--- src/hdl/bounded_history_table_defines.svh ---
// Assertion macros for the history table RTL.
`ifndef BOUNDED_HISTORY_TABLE_DEFINES_SVH
`define BOUNDED_HISTORY_TABLE_DEFINES_SVH

// Condition that must hold at every clock edge outside reset.
`define BHT_ASSERT_ALWAYS(lbl, cond) \
    lbl: assert property (@(posedge clk) disable iff (!rst_n) (cond)) \
        else $error("bounded_history_table: invariant violated");

// Consequence that must hold in the cycle after the antecedent.
`define BHT_ASSERT_NEXT(lbl, ante, cons) \
    lbl: assert property (@(posedge clk) disable iff (!rst_n) (ante) |=> (cons)) \
        else $error("bounded_history_table: sequence check failed");

`endif

--- src/hdl/bht_pkg.sv ---
// Types and constants shared by the history table modules.
package bht_pkg;

    localparam int WORD_W  = 64;
    localparam int POS_W   = 4;
    localparam int COUNT_W = 5;

    typedef enum logic [1:0] {
        OP_ADD    = 2'd0,
        OP_REMOVE = 2'd1,
        OP_GET    = 2'd2,
        OP_MARK   = 2'd3
    } op_t;

    typedef struct packed {
        logic [WORD_W-1:0] key;
        logic [WORD_W-1:0] revision;
        logic [WORD_W-1:0] payload;
    } data_t;

    typedef struct packed {
        data_t data;
        logic  delivered;
    } entry_t;

    // Per-cell control for one accepted item.
    typedef struct packed {
        logic add_full;
        logic remove;
        logic load;
        logic mark;
        logic occupied;
    } cell_ctrl_t;

endpackage

--- src/hdl/bht_cell.sv ---
// One table cell: holds an entry, matches it and takes its upper neighbor on a shift.
module bht_cell (
    input  logic                        clk,
    input  logic                        rst_n,
    input  bht_pkg::cell_ctrl_t         ctrl,
    input  logic [bht_pkg::WORD_W-1:0]  key,
    input  logic [bht_pkg::WORD_W-1:0]  revision,
    input  bht_pkg::data_t              fill,
    input  bht_pkg::entry_t             upper,
    input  logic                        match_in,
    output logic                        match_out,
    output bht_pkg::entry_t             entry
);

    bht_pkg::data_t data_reg;
    bht_pkg::data_t data_next;
    logic           flag_reg;
    logic           flag_next;
    logic           hit;
    logic           shift;

    always_comb
    begin
        hit = ctrl.occupied && (data_reg.key == key) && (data_reg.revision == revision);
        // A removal closes the gap from the first match upward.
        match_out = match_in | hit;
        shift     = ctrl.add_full | (ctrl.remove & match_out);
        data_next = data_reg;
        flag_next = flag_reg;
        if (shift)
        begin
            data_next = upper.data;
            flag_next = upper.delivered;
        end
        else if (ctrl.load)
        begin
            data_next = fill;
            flag_next = 1'b0;
        end
        else if (ctrl.mark)
        begin
            flag_next = 1'b1;
        end
    end

    always_ff @(posedge clk)
    begin
        data_reg <= data_next;
    end

    always_ff @(posedge clk or negedge rst_n)
    begin
        if (!rst_n)
        begin
            flag_reg <= 1'b0;
        end
        else
        begin
            flag_reg <= flag_next;
        end
    end

    assign entry = '{data: data_reg, delivered: flag_reg};

endmodule
--- config.mk ---
export PLATFORM = sky130hd
export DESIGN_NAME = bht_cell
export DESIGN_NICKNAME = d
export VERILOG_FILES = /design/src/hdl/bounded_history_table_defines.svh /design/src/hdl/bht_pkg.sv /design/src/hdl/bht_cell.sv
export SDC_FILE = /design/constraint.sdc
export NUM_CORES = 1
export LEC_CHECK = 0
export BUFFER_PORTS_ARGS = -buffer_cell sky130_fd_sc_hd__buf_2
export CORE_AREA = 2 2 282 284
export CTS_CLUSTER_DIAMETER = 30
export CTS_CLUSTER_SIZE = 28
export DETAILED_ROUTE_END_ITERATION = 7
export DIE_AREA = 0 0 284 286
export GPL_ROUTABILITY_DRIVEN = 1
export REMOVE_ABC_BUFFERS = 1
export SYNTH_ARGS = -nofsm -noshare
export SYNTH_HDL_FRONTEND = slang
export SYNTH_SLANG_ARGS = --single-unit
--- constraint.sdc ---
create_clock -name clk -period 14.9 [get_ports clk]
set_input_delay 2.98 -clock clk [delete_from_list [all_inputs] [get_ports clk]]
set_output_delay 2.98 -clock clk [all_outputs]
set_load 0.05 [all_outputs]
Word level (Yosys, flattened, before mapping)
Index checks and enable logic that the tools add are counted.
{"block": "classes", "eq_ne": 2, "n_mux": 5, "bitwise": 3, "n_reduce_logical": 4}
{"operator": "192-bit 2-to-1 mux", "count": 2}
{"operator": "64-bit equality test", "count": 2}
{"operator": "1-bit 2-to-1 mux", "count": 3}
{"operator": "3-bit nonzero test", "count": 1}
{"operator": "1-bit logical AND", "count": 2}
{"operator": "1-bit OR", "count": 2}
{"operator": "2-bit nonzero test", "count": 1}
{"operator": "1-bit AND", "count": 1}
{"block": "totals", "reg_bits": 193, "inputBits": 521, "out_inout_bits": 194}

Depth between registers and ports, before layout
{"block": "depth", "ltp_word": 7, "mapped_depth": 9, "ltp_nobuf": 6}

Worst setup path before layout
No wires, ideal clock.
{"block": "synth_timing", "kind": "input -> register", "start": "in revision[25] (netlist bit)", "end": "reg data_reg (netlist bit entry[100]), enable pin", "arrival_ns": 13.713, "t_required_ns": 14.091, "slack_ns": 0.378, "cell_stages": 7, "path_buffers": 1, "path_cell_list": "nor2b_1 > a2111oi_0 > nand4_1 > or4_1 > clkbuf_1 > or3_1 > a21oi_1"}
{"block": "synth_via", "elab_chain_len": 6}
{"item": "start: declaration", "line": "bht_cell.sv:7", "text": "input logic [bht_pkg::WORD_W-1:0] revision,"}
{"item": "64-bit equality test", "line": "bht_cell.sv:24", "text": "hit = ctrl.occupied && (data_reg.key == key) && (data_reg.revision == revision);"}
{"item": "1-bit logical AND", "line": "bht_cell.sv:24"}
{"item": "1-bit OR", "line": "bht_cell.sv:26", "text": "match_out = match_in | hit;"}
{"item": "1-bit AND", "line": "bht_cell.sv:27", "text": "shift = ctrl.add_full | (ctrl.remove & match_out);"}
{"item": "1-bit OR", "line": "bht_cell.sv:27"}
{"item": "2-bit nonzero test (no line)"}
{"item": "end signal: assignment", "line": "bht_cell.sv:48", "text": "data_reg <= data_next;"}
{"item": "end: declaration", "line": "bht_cell.sv:15", "text": "bht_pkg::data_t data_reg;"}
No other way between the ends.
A chain may end at the register's enable or synchronous reset.

Worst setup path after layout
{"block": "layout_timing", "start": "in key[12] (netlist bit)", "end": "out match_out"}
{"block": "layout_via", "elab_chain_len": 4}
{"item": "start: declaration", "line": "bht_cell.sv:6", "text": "input logic [bht_pkg::WORD_W-1:0] key,"}
{"item": "64-bit equality test", "line": "bht_cell.sv:24"}
{"item": "1-bit logical AND (2 in a row)", "line": "bht_cell.sv:24"}
{"item": "1-bit OR", "line": "bht_cell.sv:26"}
{"item": "end: declaration", "line": "bht_cell.sv:11", "text": "output logic match_out,"}
No other way between the ends.

==> impl_metrics.tcl <==
set metrics [dict create \
    status "finished, final reports clean" \
    layout_min_cycle_time_ns 8.810 \
    synth.area.top_cells "edfxtp_1 (38%), o2111ai_1 (11%), o211ai_1 (9.4%)" \
    worstSetupEndpointType "output pin" \
    design_area_um2 20370 \
    min_from "flag_reg$_DFFE_PN0P_" \
    cts_max_level 4 \
    clkLatencyLatePin_ns 0.50 \
    post-route-period-util_pct 59.13 \
    hp-class "flip-flop to flip-flop" \
    yosysMostFrequentCell "inv_1" \
    antenna_found_initial 11 \
    setup_viol 0 \
    syn-instance-count 1779 \
    synth_cell_types 34 \
    coreArea_um2 78360 \
    post-place-cells 3402 \
    first_iter_violations 1136 \
    grt_max_degree 134 \
    async_flop_share_pct 0.5181 \
    setup-tns-final_ns 0 \
    rsz0062_at_grt "false" \
    dp_hpwl_um 52240 \
    cts_buffer_depth 2 \
    start_util_pct 19.52 \
    drv_cap 0 \
    routed_wl_um 70760 \
    ir_drop_mv 0.06234 \
    die-area_um2 81220 \
    r2r_start "entry[141]$_DFFE_PP_" \
    vias_per_cell 4.891 \
    place_ws_ns 5.868 \
    worstPathRequired_ns 11.92 \
    syn2layout_area_growth_pct 33.19 \
    die_h_um 286 \
    tightest_slew_ns 0.9857 \
    hold_viol_final 0 \
    power.leakage_nw 8.532 \
    post_drt_wl_per_cell_um 20.56 \
    crit_type "primary input to output pin" \
    synth_top_cells_by_count "inv_1 (211), o2111ai_1 (200), nand2_1 (194)" \
    gp_congestion 0.9245 \
    ys_ff_latch 193 \
    fin_nets 2892 \
    die_x_um 284 \
    grt_use_total_pct 16.63 \
    drcViolationCount 0 \
    clkSinkCount 193 \
    powerDensity_nw_per_um2 96.48 \
    start_kind "primary input" \
    num_vias 16830 \
    relSlewSlack_pct 34.28 \
    cts_made_buffers 17 \
    synth_warnings 0 \
    cts_setup_buffers 0 \
    drt-pass1-iter-count 7 \
    ctsResizeCount 0 \
    layout.cells.non_filler 3441 \
    ys.flop_type "edfxtp_1" \
    yosysTopAreaCellShare_pct 37.70 \
    ys_seq_area_share_pct 37.87 \
    fin_total_pwr_mw 1.965 \
    whs_ns 0.7531 \
    path_clk_slew_ns 0.07 \
    synth_area_um2 15290 \
    grt_pass1_vias 15920 \
    synth_edf_count 192 \
    fmax_ghz 0.1135 \
    grt_overflow 0 \
    synth_top_cell_by_area "edfxtp_1" \
    placed_cell_area_um2 19820 \
    root_buffer "clkbuf_16" \
    port_buffers 714 \
    largest_register_ffs 192 \
    maxSlewViolCount 0 \
    drive_above_1_share_pct 32.73 \
    postLayoutCoreUtil_pct 25.99 \
    cts_tree "done" \
    skew_ns 0.01845 \
    ant_nets 0 \
    grt_pass1_wl_um 102900 \
    fp-row-count 103 \
    crit_fanout 94 \
    synth.avg_cell_area_um2 8.596 \
    cts_hold_buffers 0 \
    cp-startpoint "key[12]" \
    setup_ws_ns 6.090 \
    critical_path_arrival_ns 5.83 \
    io_pins 715 \
]
## final cells by class
type | count | area (µm²)
Multi-Input combinational cell | 1201 | 8073
Clock buffer | 21 | 440.4
Fill cell | 8591 | 57990
Antenna cell | 8 | 20.02
Inverter | 213 | 799.5
Clock inverter | 10 | 87.58
Tap cell | 1050 | 1314
Sequential cell | 193 | 5791
Timing Repair Buffer | 745 | 3844
## where the power goes
part / switching, mW / leakage, nW / internal [mW]
Clock: 0.242 / 0.259 / 0.229
Sequential: 0.0602 / 1.96 / 0.697
Combinational: 0.525 / 6.32 / 0.212
## worst max-delay path, stage by stage
cell,delay [ns]
buf_2,0.12
xnor2_1,0.43
nand4_1,0.28
nor4_2,0.62
nand4_1,0.24
buf_12,0.28
or3_1,0.46
nand2b_1,0.10
buf_2,0.26
## logic make-up (layout without fill, tap and decap cells)
kind of cell / Yosys count / count (layout) / share of synthesized area (%)
DFF: 193 / 193 / 37.87
AOI/OAI and AO/OA: 606 / 606 / 29.96
other: 0 / 8 / 0
and+or+nand+nor: 509 / 509 / 17.53
xor gates and xnor gates: 86 / 86 / 4.926
buffers and inverters: 385 / 989 / 9.712
## placed cells by master (no fill, tap or decap), types with 3 or more instances in the layout
master	count
buf_2	715
xor2_1	34
o221ai_1	3
a31oi_1	192
and2_1	192
diode_2	8
o2111ai_1	200
edfxtp_1	192
nor4_1	25
clkbuf_16	17
nand4_1	19
nor2b_1	37
nand2_1	194
buf_4	26
nand3_1	3
clkinv_2	4
o211ai_1	192
inv_1	211
clkbuf_1	4
xnor2_1	52
a2111o_1	7
buf_12	3
nor3_1	6
nand2b_1	23
## metal layers
layer  global-route usage (%)  part of all wire (%)  vias to the layer above
met5                        0                 0.033                        -
met4                    7.132                   3.3                        4
met3                    3.541                   7.0                       91
met2                    27.08                    47                      782
met1                    21.24                    42                     8012
li1                         -                     -                     7941
## worst paths after layout
kind                                        endpoint  slack [ns]  cells past startpoint
worst max-delay path                       match_out        6.09                      9
worst min-delay path            flag_reg$_DFFE_PN0P_        0.75                      4
worst max register to register  entry[145]$_DFFE_PP_       10.09                      9
worst min register to register  flag_reg$_DFFE_PN0P_        0.75                      4
max in group asynchronous       flag_reg$_DFFE_PN0P_       12.57                      1
min in group asynchronous       flag_reg$_DFFE_PN0P_        2.25                      1
No activity file was read; power rests on OpenSTA's default activity.
